$ cat src/rtl/sha1bs_pkg.sv
// Shared types and constants for the SHA-1 byte stream hash.
// Beat payload structs, controller/datapath command and status, round constants.
// No dependencies.
package sha1bs_pkg;

  typedef struct packed {
    logic [7:0] data_byte;
    logic       byte_present;
    logic       end_of_message;
  } in_item_t;

  typedef struct packed {
    logic [31:0] digest_word;
    logic [2:0]  word_number;
    logic        final_word;
  } out_item_t;

  typedef enum logic [1:0] {
    BSEL_IN,
    BSEL_PAD,
    BSEL_ZERO,
    BSEL_LEN
  } bsel_t;

  typedef struct packed {
    logic  shift_byte;
    bsel_t bsel;
    logic  count_inc;
    logic  cmp_start;
    logic  cmp_round;
    logic  cmp_fold;
    logic  out_load;
    logic  msg_clear;
  } dp_cmd_t;

  typedef struct packed {
    logic pos_last;
    logic pos_tail;
    logic rnd_last;
    logic out_free;
    logic word_last;
  } dp_sts_t;

  localparam int unsigned NUM_WORDS = 5;

  localparam logic [31:0] IV [NUM_WORDS] = '{
    32'h67452301, 32'hEFCDAB89, 32'h98BADCFE, 32'h10325476, 32'hC3D2E1F0
  };

  localparam logic [31:0] RC [4] = '{
    32'h5A827999, 32'h6ED9EBA1, 32'h8F1BBCDC, 32'hCA62C1D6
  };

  localparam logic [7:0] PAD_BYTE  = 8'h80;
  localparam logic [6:0] RND_LAST  = 7'd79;
  localparam logic [2:0] WORD_LAST = 3'd4;
  localparam logic [5:0] POS_LAST  = 6'd63;

  function automatic logic [31:0] round_f(input logic [1:0] ph, input logic [31:0] b,
                                          input logic [31:0] c, input logic [31:0] d);
    logic [31:0] res;
    unique case (ph)
      2'd0:    res = (b & c) | (~b & d);
      2'd2:    res = (b & c) | (b & d) | (c & d);
      default: res = b ^ c ^ d;
    endcase
    return res;
  endfunction

endpackage

$ cat src/rtl/sha1_byte_stream_hash.sv
// SHA-1 over a byte stream. The 64th byte of each block starts a compression:
// 80 rounds, one per cycle, then a chain fold.
// End item: per final block, padding up to byte 63, then compression, then
// 5 result beats. Two final blocks when the pad byte lands at byte 56 or later.
// Input stalls in every state but idle; all rounds run on the single shared round unit.
// Reset (rst_n, synchronous, active low): chain to the initial vector, counters
// cleared, no clearing pass; block and output payload registers are not reset.
module sha1_byte_stream_hash (
  input  logic                  clk,
  input  logic                  rst_n,
  input  logic                  in_valid,
  output logic                  in_stall,
  input  sha1bs_pkg::in_item_t  in_data,
  output logic                  out_valid,
  input  logic                  out_stall,
  output sha1bs_pkg::out_item_t out_data
);

  sha1bs_pkg::dp_cmd_t cmd;
  sha1bs_pkg::dp_sts_t sts;

  sha1bs_ctrl u_ctrl (
    .clk      (clk),
    .rst_n    (rst_n),
    .in_valid (in_valid),
    .in_stall (in_stall),
    .in_data  (in_data),
    .sts      (sts),
    .cmd      (cmd)
  );

  sha1bs_dp u_dp (
    .clk       (clk),
    .rst_n     (rst_n),
    .in_data   (in_data),
    .cmd       (cmd),
    .sts       (sts),
    .out_valid (out_valid),
    .out_stall (out_stall),
    .out_data  (out_data)
  );

endmodule

$ cat src/rtl/sha1bs_dp.sv
// SHA-1 datapath: 512-bit block/schedule shift line, working and chain registers,
// counters and the digest output register. Driven by sha1bs_ctrl.
// Depends on sha1bs_pkg.
module sha1bs_dp (
  input  logic                  clk,
  input  logic                  rst_n,
  input  sha1bs_pkg::in_item_t  in_data,
  input  sha1bs_pkg::dp_cmd_t   cmd,
  output sha1bs_pkg::dp_sts_t   sts,
  output logic                  out_valid,
  input  logic                  out_stall,
  output sha1bs_pkg::out_item_t out_data
);

  logic [511:0]          blk_r;
  logic [31:0]           chain_r [sha1bs_pkg::NUM_WORDS];
  logic [31:0]           wr_r    [sha1bs_pkg::NUM_WORDS];
  logic [5:0]            pos_r;
  logic [60:0]           cnt_r;
  logic [6:0]            rnd_r;
  logic [2:0]            idx_r;
  logic                  out_valid_r;
  sha1bs_pkg::out_item_t out_item_r;

  logic [7:0]  byte_sel;
  logic [63:0] len_bits;
  logic [5:0]  len_off;
  logic [31:0] w_now;
  logic [31:0] w_mix;
  logic [31:0] w_new;
  logic [1:0]  ph;
  logic [31:0] f_val;
  logic [31:0] t_val;

  assign len_bits = {cnt_r, 3'b000};
  assign len_off  = {3'd7 - pos_r[2:0], 3'b000};

  always_comb begin
    unique case (cmd.bsel)
      sha1bs_pkg::BSEL_IN:   byte_sel = in_data.data_byte;
      sha1bs_pkg::BSEL_PAD:  byte_sel = sha1bs_pkg::PAD_BYTE;
      sha1bs_pkg::BSEL_ZERO: byte_sel = 8'h00;
      sha1bs_pkg::BSEL_LEN:  byte_sel = len_bits[len_off +: 8];
      default:               byte_sel = 8'h00;
    endcase
  end

  // oldest word at the top; taps for W[t], W[t+2], W[t+8], W[t+13]
  assign w_now = blk_r[511:480];
  assign w_mix = blk_r[511:480] ^ blk_r[447:416] ^ blk_r[255:224] ^ blk_r[95:64];
  assign w_new = {w_mix[30:0], w_mix[31]};

  always_comb begin
    priority if (rnd_r < 7'd20) ph = 2'd0;
    else if (rnd_r < 7'd40)     ph = 2'd1;
    else if (rnd_r < 7'd60)     ph = 2'd2;
    else                        ph = 2'd3;
  end

  assign f_val = sha1bs_pkg::round_f(ph, wr_r[1], wr_r[2], wr_r[3]);
  assign t_val = {wr_r[0][26:0], wr_r[0][31:27]} + f_val + wr_r[4]
               + sha1bs_pkg::RC[ph] + w_now;

  always_ff @(posedge clk) begin
    if (!rst_n) begin
      pos_r       <= '0;
      cnt_r       <= '0;
      rnd_r       <= '0;
      idx_r       <= '0;
      out_valid_r <= 1'b0;
      for (int i = 0; i < sha1bs_pkg::NUM_WORDS; i++) begin
        chain_r[i] <= sha1bs_pkg::IV[i];
        wr_r[i]    <= '0;
      end
    end else begin
      if (cmd.shift_byte) pos_r <= pos_r + 6'd1;
      if (cmd.count_inc)  cnt_r <= cnt_r + 61'd1;
      if (cmd.cmp_start) begin
        rnd_r <= '0;
        for (int i = 0; i < sha1bs_pkg::NUM_WORDS; i++) wr_r[i] <= chain_r[i];
      end else if (cmd.cmp_round) begin
        rnd_r   <= (rnd_r == sha1bs_pkg::RND_LAST) ? 7'd0 : rnd_r + 7'd1;
        wr_r[0] <= t_val;
        wr_r[1] <= wr_r[0];
        wr_r[2] <= {wr_r[1][1:0], wr_r[1][31:2]};
        wr_r[3] <= wr_r[2];
        wr_r[4] <= wr_r[3];
      end
      if (cmd.cmp_fold) begin
        for (int i = 0; i < sha1bs_pkg::NUM_WORDS; i++) chain_r[i] <= chain_r[i] + wr_r[i];
      end
      if (cmd.out_load) begin
        idx_r <= (idx_r == sha1bs_pkg::WORD_LAST) ? 3'd0 : idx_r + 3'd1;
      end
      if (cmd.out_load)      out_valid_r <= 1'b1;
      else if (!out_stall)   out_valid_r <= 1'b0;
      if (cmd.msg_clear) begin
        pos_r <= '0;
        cnt_r <= '0;
        for (int i = 0; i < sha1bs_pkg::NUM_WORDS; i++) chain_r[i] <= sha1bs_pkg::IV[i];
      end
    end
  end

  always_ff @(posedge clk) begin
    if (cmd.shift_byte)     blk_r <= {blk_r[503:0], byte_sel};
    else if (cmd.cmp_round) blk_r <= {blk_r[479:0], w_new};
    if (cmd.out_load) begin
      out_item_r.digest_word <= chain_r[idx_r];
      out_item_r.word_number <= idx_r;
      out_item_r.final_word  <= (idx_r == sha1bs_pkg::WORD_LAST);
    end
  end

  assign sts.pos_last  = (pos_r == sha1bs_pkg::POS_LAST);
  assign sts.pos_tail  = (pos_r[5:3] == 3'b111);
  assign sts.rnd_last  = (rnd_r == sha1bs_pkg::RND_LAST);
  assign sts.out_free  = !out_valid_r || !out_stall;
  assign sts.word_last = (idx_r == sha1bs_pkg::WORD_LAST);

  assign out_valid = out_valid_r;
  assign out_data  = out_item_r;

  a_start_aligned: assert property (@(posedge clk) disable iff (!rst_n)
    cmd.cmp_start |=> pos_r == 6'd0)
    else $error("compression started off a block boundary");

  a_fold_after_rounds: assert property (@(posedge clk) disable iff (!rst_n)
    cmd.cmp_fold |-> rnd_r == 7'd0 && $past(cmd.cmp_round))
    else $error("fold without completing 80 rounds");

  a_clear_on_last: assert property (@(posedge clk) disable iff (!rst_n)
    cmd.msg_clear |-> cmd.out_load && idx_r == sha1bs_pkg::WORD_LAST)
    else $error("message cleared before last digest word");

  a_no_load_on_stall: assert property (@(posedge clk) disable iff (!rst_n)
    cmd.out_load |-> !(out_valid_r && out_stall))
    else $error("digest word overwritten while held");

endmodule

$ cat src/rtl/sha1bs_ctrl.sv
// SHA-1 controller: sequences byte intake, padding, 80-round compression
// and digest readout by commands to sha1bs_dp. Depends on sha1bs_pkg.
module sha1bs_ctrl (
  input  logic                 clk,
  input  logic                 rst_n,
  input  logic                 in_valid,
  output logic                 in_stall,
  input  sha1bs_pkg::in_item_t in_data,
  input  sha1bs_pkg::dp_sts_t  sts,
  output sha1bs_pkg::dp_cmd_t  cmd
);

  typedef enum logic [2:0] {
    S_IDLE,
    S_ROUND,
    S_FOLD,
    S_PAD,
    S_OUT
  } state_t;

  state_t state_r, state_nxt;
  logic   eom_pend_r, eom_pend_nxt;
  logic   need_wrap_r, need_wrap_nxt;
  logic   pad_first_r, pad_first_nxt;
  logic   final_r, final_nxt;
  logic   in_accept;

  assign in_stall  = (state_r != S_IDLE);
  assign in_accept = in_valid && !in_stall;

  always_comb begin
    logic wrap_now;
    wrap_now      = 1'b0;
    state_nxt     = state_r;
    eom_pend_nxt  = eom_pend_r;
    need_wrap_nxt = need_wrap_r;
    pad_first_nxt = pad_first_r;
    final_nxt     = final_r;
    cmd           = '0;
    unique case (state_r)
      S_IDLE: begin
        if (in_accept) begin
          eom_pend_nxt  = in_data.end_of_message;
          pad_first_nxt = 1'b1;
          if (in_data.byte_present) begin
            cmd.shift_byte = 1'b1;
            cmd.bsel       = sha1bs_pkg::BSEL_IN;
            cmd.count_inc  = 1'b1;
          end
          if (in_data.byte_present && sts.pos_last) begin
            cmd.cmp_start = 1'b1;
            final_nxt     = 1'b0;
            state_nxt     = S_ROUND;
          end else if (in_data.end_of_message) begin
            state_nxt = S_PAD;
          end
        end
      end
      S_ROUND: begin
        cmd.cmp_round = 1'b1;
        if (sts.rnd_last) state_nxt = S_FOLD;
      end
      S_FOLD: begin
        cmd.cmp_fold = 1'b1;
        priority if (final_r) state_nxt = S_OUT;
        else if (eom_pend_r)  state_nxt = S_PAD;
        else                  state_nxt = S_IDLE;
      end
      S_PAD: begin
        cmd.shift_byte = 1'b1;
        priority if (pad_first_r)                cmd.bsel = sha1bs_pkg::BSEL_PAD;
        else if (sts.pos_tail && !need_wrap_r)   cmd.bsel = sha1bs_pkg::BSEL_LEN;
        else                                     cmd.bsel = sha1bs_pkg::BSEL_ZERO;
        // pad byte landing in the length field pushes the length to an extra block
        wrap_now      = need_wrap_r || (pad_first_r && sts.pos_tail);
        pad_first_nxt = 1'b0;
        need_wrap_nxt = wrap_now;
        if (sts.pos_last) begin
          cmd.cmp_start = 1'b1;
          final_nxt     = !wrap_now;
          need_wrap_nxt = 1'b0;
          state_nxt     = S_ROUND;
        end
      end
      S_OUT: begin
        if (sts.out_free) begin
          cmd.out_load = 1'b1;
          if (sts.word_last) begin
            cmd.msg_clear = 1'b1;
            eom_pend_nxt  = 1'b0;
            final_nxt     = 1'b0;
            state_nxt     = S_IDLE;
          end
        end
      end
      default: state_nxt = S_IDLE;
    endcase
  end

  always_ff @(posedge clk) begin
    if (!rst_n) begin
      state_r     <= S_IDLE;
      eom_pend_r  <= 1'b0;
      need_wrap_r <= 1'b0;
      pad_first_r <= 1'b0;
      final_r     <= 1'b0;
    end else begin
      state_r     <= state_nxt;
      eom_pend_r  <= eom_pend_nxt;
      need_wrap_r <= need_wrap_nxt;
      pad_first_r <= pad_first_nxt;
      final_r     <= final_nxt;
    end
  end

  a_final_has_eom: assert property (@(posedge clk) disable iff (!rst_n)
    final_r |-> eom_pend_r)
    else $error("final block flagged outside padding");

  a_len_after_pad: assert property (@(posedge clk) disable iff (!rst_n)
    cmd.shift_byte && cmd.bsel == sha1bs_pkg::BSEL_LEN |-> !pad_first_r && eom_pend_r)
    else $error("length byte before pad byte");

  a_out_from_fold: assert property (@(posedge clk) disable iff (!rst_n)
    $rose(state_r == S_OUT) |-> $past(state_r == S_FOLD) && $past(final_r))
    else $error("digest readout not after final block");

endmodule
$ cat config.mk
export PLATFORM = sky130hd
export DESIGN_NAME = sha1_byte_stream_hash
export DESIGN_NICKNAME = d
export VERILOG_FILES = /design/src/rtl/sha1bs_pkg.sv /design/src/rtl/sha1_byte_stream_hash.sv /design/src/rtl/sha1bs_dp.sv /design/src/rtl/sha1bs_ctrl.sv
export SDC_FILE = /design/constraint.sdc
export NUM_CORES = 2
export LEC_CHECK = 0
export ABC_AREA = 0
export ABC_CLOCK_PERIOD_IN_PS = 21700
export BUFFER_PORTS_ARGS = -buffer_cell sky130_fd_sc_hd__buf_2
export CAP_MARGIN = 10
export CORE_MARGIN = 2
export CORE_UTILIZATION = 35
export CTS_BUF_LIST = sky130_fd_sc_hd__clkbuf_2 sky130_fd_sc_hd__clkbuf_4 sky130_fd_sc_hd__clkbuf_8
export CTS_CLUSTER_DIAMETER = 120
export CTS_CLUSTER_SIZE = 40
export DETAILED_ROUTE_END_ITERATION = 12
export GPL_TIMING_DRIVEN = 1
export SLEW_MARGIN = 20
export SYNTH_ARGS = -nofsm -noshare
export SYNTH_HDL_FRONTEND = slang
export SYNTH_SLANG_ARGS = --single-unit
$ cat constraint.sdc
create_clock -name clk -period 21.7 [get_ports clk]
set_clock_uncertainty 0.2 [all_clocks]
set_input_delay 1.085 -clock clk [delete_from_list [all_inputs] [get_ports clk]]
set_output_delay 1.085 -clock clk [all_outputs]
set_load 0.05 [all_outputs]
## Word-level counts from Yosys, hierarchy flattened

Memory sizes are Yosys's and may differ from the RTL's. A register that Yosys moved wholly into a read port is not among the register bits.
Cells that the tools add are included.

| storage, ports and cells | value |
|---|---|
| output and inout bits | 38 |
| memories | 2 |
| input port bits | 14 |
| word-level logic and storage cells | 197 |
| register bits after elaboration | 601 |
| bits in writable memories | 320 |

| operators by class | value |
|---|---|
| $add $sub $neg | 14 |
| muxes and demuxes | 83 |
| magnitude comparators | 4 |
| reduce and logical (&&, ||, !) cells | 25 |
| shifts and indexed selects | 1 |
| equal/unequal tests | 20 |
| bitwise gates (word level) | 35 |

Memory list:

| name | depth | bits a word | rd ports | clocked after Yosys merged registers in | wr ports | line | text |
|---|---|---|---|---|---|---|---|
| u_dp.chain_r | 5 | 32 | 6 | 1 | 5 | sha1bs_dp.sv:16 | `logic [31:0] chain_r [sha1bs_pkg::NUM_WORDS];` |
| u_dp.wr_r | 5 | 32 | 5 | 0 | 5 | sha1bs_dp.sv:17 | `logic [31:0] wr_r [sha1bs_pkg::NUM_WORDS];` |

Operators by type and width:

| kind | number |
|---|---|
| 512-bit 2-to-1 mux | 2 |
| 32-bit 2-to-1 mux | 22 |
| 32-bit adder | 9 |
| 32-bit bitwise XOR | 5 |
| 32-bit AND | 4 |
| 32-bit OR | 3 |
| 32-bit binary-select mux with 2-bit select | 1 |
| 32-bit case mux with 2 select lines | 1 |
| 64-bit by 7-bit variable part select with 8-bit output | 1 |
| 61-bit by 1-bit adder with 61-bit output, second input constant | 1 |
| 1-bit 2-to-1 mux | 32 |
| 32-bit inverter | 1 |
| 8-bit case mux with 4 select lines | 1 |
| 3-bit 2-to-1 mux | 9 |
| 1-bit OR | 20 |
| 3-bit case mux with 5 select lines | 1 |
| 7-bit by 6-bit < comparator with 1-bit output, second input constant | 2 |
| 2-bit 2-to-1 mux | 6 |
| 6-bit AND reduction | 2 |
| 3-bit == test, second input constant | 3 |
| 2-bit by 1-bit inequality test with 1-bit output, second input constant | 4 |
| 7-bit by 1-bit adder with 7-bit output, second input constant | 1 |
| 7-bit == test, second input constant | 1 |
| 7-bit by 5-bit < comparator with 1-bit output, second input constant | 1 |
| 29 further kinds | 49 |

## Depth between registers and ports, before layout

| depth | value |
|---|---|
| depth in word-level cells | 11 |
| depth in mapped cells | 26 |
| gate-level depth less buffers | 23 |

## By module

A second synthesis with hierarchy kept.

| unflattened totals | value |
|---|---|
| cells, all modules | 4,400 |
| area total of the unflattened synthesis | 53,168.5 um2 |

By module, submodules not included:

| module | cells each | area each (um2) | sequential area each (um2) | instances |
|---|---|---|---|---|
| sha1bs_dp | 4,336 | 52,674.3 | 26,025.0 | 1 |
| sha1bs_ctrl | 64 | 494.2 | 140.1 | 1 |

## Least setup slack after synthesis

No wires, ideal clock.

| path | value |
|---|---|
| kind | input-to-reg |
| start point | input in_valid |
| end point | register u_dp.blk_r[0], enable pin |
| library setup time | 3,655 ps |
| path buffers | 0 |
| required time | 17,845 ps |
| stages | 2 |
| setup slack | 8,254 ps |
| arrival time | 9,591 ps |
| path through | nand3_1 nand2_1 |

| on the way | value |
|---|---|
| cells in the longest elaborated chain, start to end | 4 |

Ends and longest elaborated chain:

| element | line | text |
|---|---|---|
| from (decl) | sha1_byte_stream_hash.sv:11 | `input logic in_valid,` |
| 1-bit logical AND | sha1bs_ctrl.sv:29 | `assign in_accept = in_valid && !in_stall;` |
| 5-bit 2-to-1 mux | sha1bs_ctrl.sv:42 | `if (in_accept) begin` |
| 3-bit case mux with 2 select lines | sha1bs_ctrl.sv:40 | `unique case (state_r)` |
| 2-bit nonzero test (no line) | -- |  |
| to (signal assigned) | sha1bs_dp.sv:106 | `if (cmd.shift_byte) blk_r <= {blk_r[503:0], byte_sel};` |
| to (signal assigned) | sha1bs_dp.sv:107 | `else if (cmd.cmp_round) blk_r <= {blk_r[479:0], w_new};` |
| to (decl) | sha1bs_dp.sv:15 | `logic [511:0] blk_r;` |

No other way between the ends.
A chain may end at the register's enable or synchronous reset.

==> qor.csv <==
metric,value,unit
"Req. time, crit path",22.09,ns
die area,0.1572,mm^2
Synth Warn #,0,
final setup fails,0,
Syn Nets,5621,
row count,144,
Critical Path Most Common Cell,inv_1,
clock root cell,clkbuf_8,
Post-Syn Instances,5286,
Post-CTS Setup Bufs,0,
final core utilization,37.24,%
final hold violation count,0,
CTS tree,yes,
Layout area overhead,6.017,%
Crit path depth,24,
Leak Pwr,22.62,nW
placed insts,7204,
Starting Density,35.13,%
CP top delay family,compound AO/OA/AOI/OAI gates,
P per Cell Area,163.2,mW/mm^2
worst reg2reg setup slack,14.27,ns
fin nets,5529,
Overflow after GRT,0,
Max VDD drop,0.1507,mV
crit path DAT,7.81,ns
leading area contributor after synthesis,edfxtp_1,
Slew @ Worst Pin,1.233,ns
Final Routed Wirelength,141400,um
clock-pin slew of the registers on the worst-case setup and hold paths,0.24,ns
Setup CP Type,reg2reg,
multi-input logic area,0.02448,mm^2
most frequent cell after synthesis,nand2_1,
Async SR Flop Fraction,0,%
Slew headroom,16.53,%
DR iter-0 viols,3559,
number of non-filler instances in the completed layout,7262,
post-detail-place hpwl,99390,um
antenna violations before repair,1,
Ports,52,
Global Route Usage Sum,17.46,%
drt pass-1 iters,6,
fillers,15270,
Resize count post-CTS,0,
RSZ-0062 raised after global routing,false,
Max Root-Sink Buffers,3,
Worst Setup EP,u_dp.wr_r[0][30],
Synth top area share,48.34,%
clk_lat worst skew,0.86,ns
# H-tree levels,1,
Max stage delay on crit path,0.62,ns
Num CTS Buffers,31,
Die Span Y,396.5,um
die width,396.5,um
Post-synth top cells,"nand2_1, edfxtp_1, nor2_1",
core footprint,0.1535,mm^2
FF+latch area,0.02777,mm^2
Post-synth EDFFs,868,
total number of vias,38230,
Setup crit start,u_dp.rnd_r[4],
Setup crit end kind,register,
startpoint types,register,
Synth Register Bits,953,
ratio of cells with drive above 1 in the final layout,5.520,%
reg-to-reg critical path endpoint,u_dp.wr_r[0][30],
clock sinks,953,
Tmin final,7.426,ns
outcome,completed,
Post-DRT Antenna Nets,0,
Crit-path slowest cell,dfxtp_1,
"top cells by area, synth","edfxtp_1, nand2_1, fa_1",
setup TNS,0,ns
worst min path class,reg2reg,
WP buf/inv,7,
Final Wtd Congestion,0.9305,
Post-Syn Area,0.05392,mm^2
first-pass GRT wire length,216900,um
largest net degree at the start of global routing,225,
ys flop type,edfxtp_1,
Synth Area per Inst,10.20,um^2
max-cap violations,0,
hold_buf cts,0,
WL/cell,19.47,um
worst-path fanout max,46,
vias in the first global route,36370,
IO buf count,51,
R2R Path Start,u_dp.rnd_r[4],
fin. max-slew vios,0,
Worst Reg-to-Reg Cells,24,
# DRC,0,
Max Freq,134.7,MHz
"Seq/Total Area, Yosys",51.49,%
Yosys cell types,87,
CP cell instances,"nor2b_1, nor2b_1, a211oi_4, buf_4, inv_2, buf_4, nor2_1, inv_1, fa_1, inv_1, fa_1, inv_1, fa_1, inv_1, ha_1, and3_1, a221o_1, a211o_1, a221o_1, nor2_2, o21ai_1, a41oi_1, mux2i_1, a221o_1",
drt via density,5.264,
Final period util,34.22,%
state kept, by name (all words and copies together), names as in the netlist:
name                cells
u_dp.blk_r            512
u_dp.out_valid          1
u_dp.rnd_r              7
u_ctrl.eom_pend_r       1
u_dp.wr_r             160
u_dp.cnt_r             61
u_ctrl.state_r          3
u_ctrl.pad_first_r      1
u_dp.idx_r              3
u_ctrl.need_wrap_r      1
u_dp.out_data          36
u_dp.chain_r          160
u_dp.pos_r              6
u_ctrl.final_r          1
per-layer routing:
layer	vias to the layer above	wire length [um]	track usage (%)
li1	18150	-	-
met1	18900	64500	24.96
met2	1025	65330	28.16
met3	164	7221	1.784
met4	0	4347	4.746
met5	-	0	0
kinds of logic (layout without fill, tap and decap cells):
group,Yosys count,count (layout),share of synthesized area (%)
compound gates,839,839,10.35
flops,953,953,51.49
buf+inv,468,399,3.272
xor+xnor,289,289,4.694
other cells,0,1,0
simple gates,2296,2296,17.63
fa+ha+maj,321,321,9.189
mux,120,120,3.367
worst register-to-register path: cells and delay by family (launching register included):
kind                       cells  cell delay [ns]
buffers and inverters          7             1.06
adders and majority gates      4             1.91
DFF                            1             0.62
AOI/OAI and AO/OA              7             1.93
muxes                          1             0.12
and+or+nand+nor                5             1.35
worst min path at each step:
stage                  endpoint            from  cells past startpoint  slack (ns)
5_1_grt          u_dp.out_valid       out_stall                      3        0.29
2_1_floorplan  u_dp.out_data[3]   u_dp.idx_r[2]                      0        0.21
3_5_place_dp     u_ctrl.final_r  u_ctrl.final_r                      2        0.27
6_report         u_ctrl.final_r  u_ctrl.final_r                      2        0.30
3_3_place_gp     u_ctrl.final_r  u_ctrl.final_r                      2        0.27
4_1_cts          u_dp.out_valid       out_stall                      3        0.25
power breakdown:
group	total, mW	leakage (nW)	internal [mW]	switching [mW]
registers	3.65	9.04	3.08	0.570
clock network	0.785	0.383	0.195	0.590
logic	4.90	13.2	1.88	3.02
total	9.33	22.6	5.15	4.18
cell usage in the layout (no fill, tap or decap), drive strengths merged, types with 17 or more instances in the layout:
cell type  netlist  final
mux2i           34     34
buf             16     97
clkbuf         206     41
a22o           109    109
inv            246    250
o21bai          17     17
nor2           251    251
nand4           25     25
o21a            38     38
edfxtp         868    868
a21oi          155    155
dfxtp           85     85
fa             125    125
or3             23     23
mux2            41     41
o211ai          32     32
a211oi          30     30
o21ai          230    230
nand3           78     78
a31oi           31     31
nor2b           24     24
xnor2          173    173
and3            47     47
and2            17     17
xor2           116    116
a21o            74     74
mux4            45     45
ha             196    196
nand2         1690   1690
nand2b          30     30
nor3            53     53
cell type report:
type | count | share of cell area, %
sequential | 953 | 48.58
multi-input combinational | 3865 | 42.82
tap | 2044 | 4.474
inverter | 246 | 1.615
timing repair buffer | 97 | 1.164
clock buffer | 41 | 0.8886
clock inverter | 15 | 0.4509
antenna | 1 | 0.004377
through the flow:
| step | area, um^2 | setup WS, ns | hold WS [ns] | power, mW |
|---|---|---|---|---|
| 4_1_cts | 57140 | 14.32 | 0.2526 | 9.341 |
| 5_1_grt | 57170 | 13.82 | 0.2887 | 10.10 |
| 6_report | 57170 | 14.27 | 0.2971 | 9.328 |
| 3_5_place_dp | 56370 | 14.40 | 0.2748 | 8.546 |
| 3_3_place_gp | 56340 | 14.58 | 0.2690 | 8.453 |
| 2_1_floorplan | 53920 | 8.254 | 0.2064 | 7.424 |
Power figures use the tool's default switching activity.
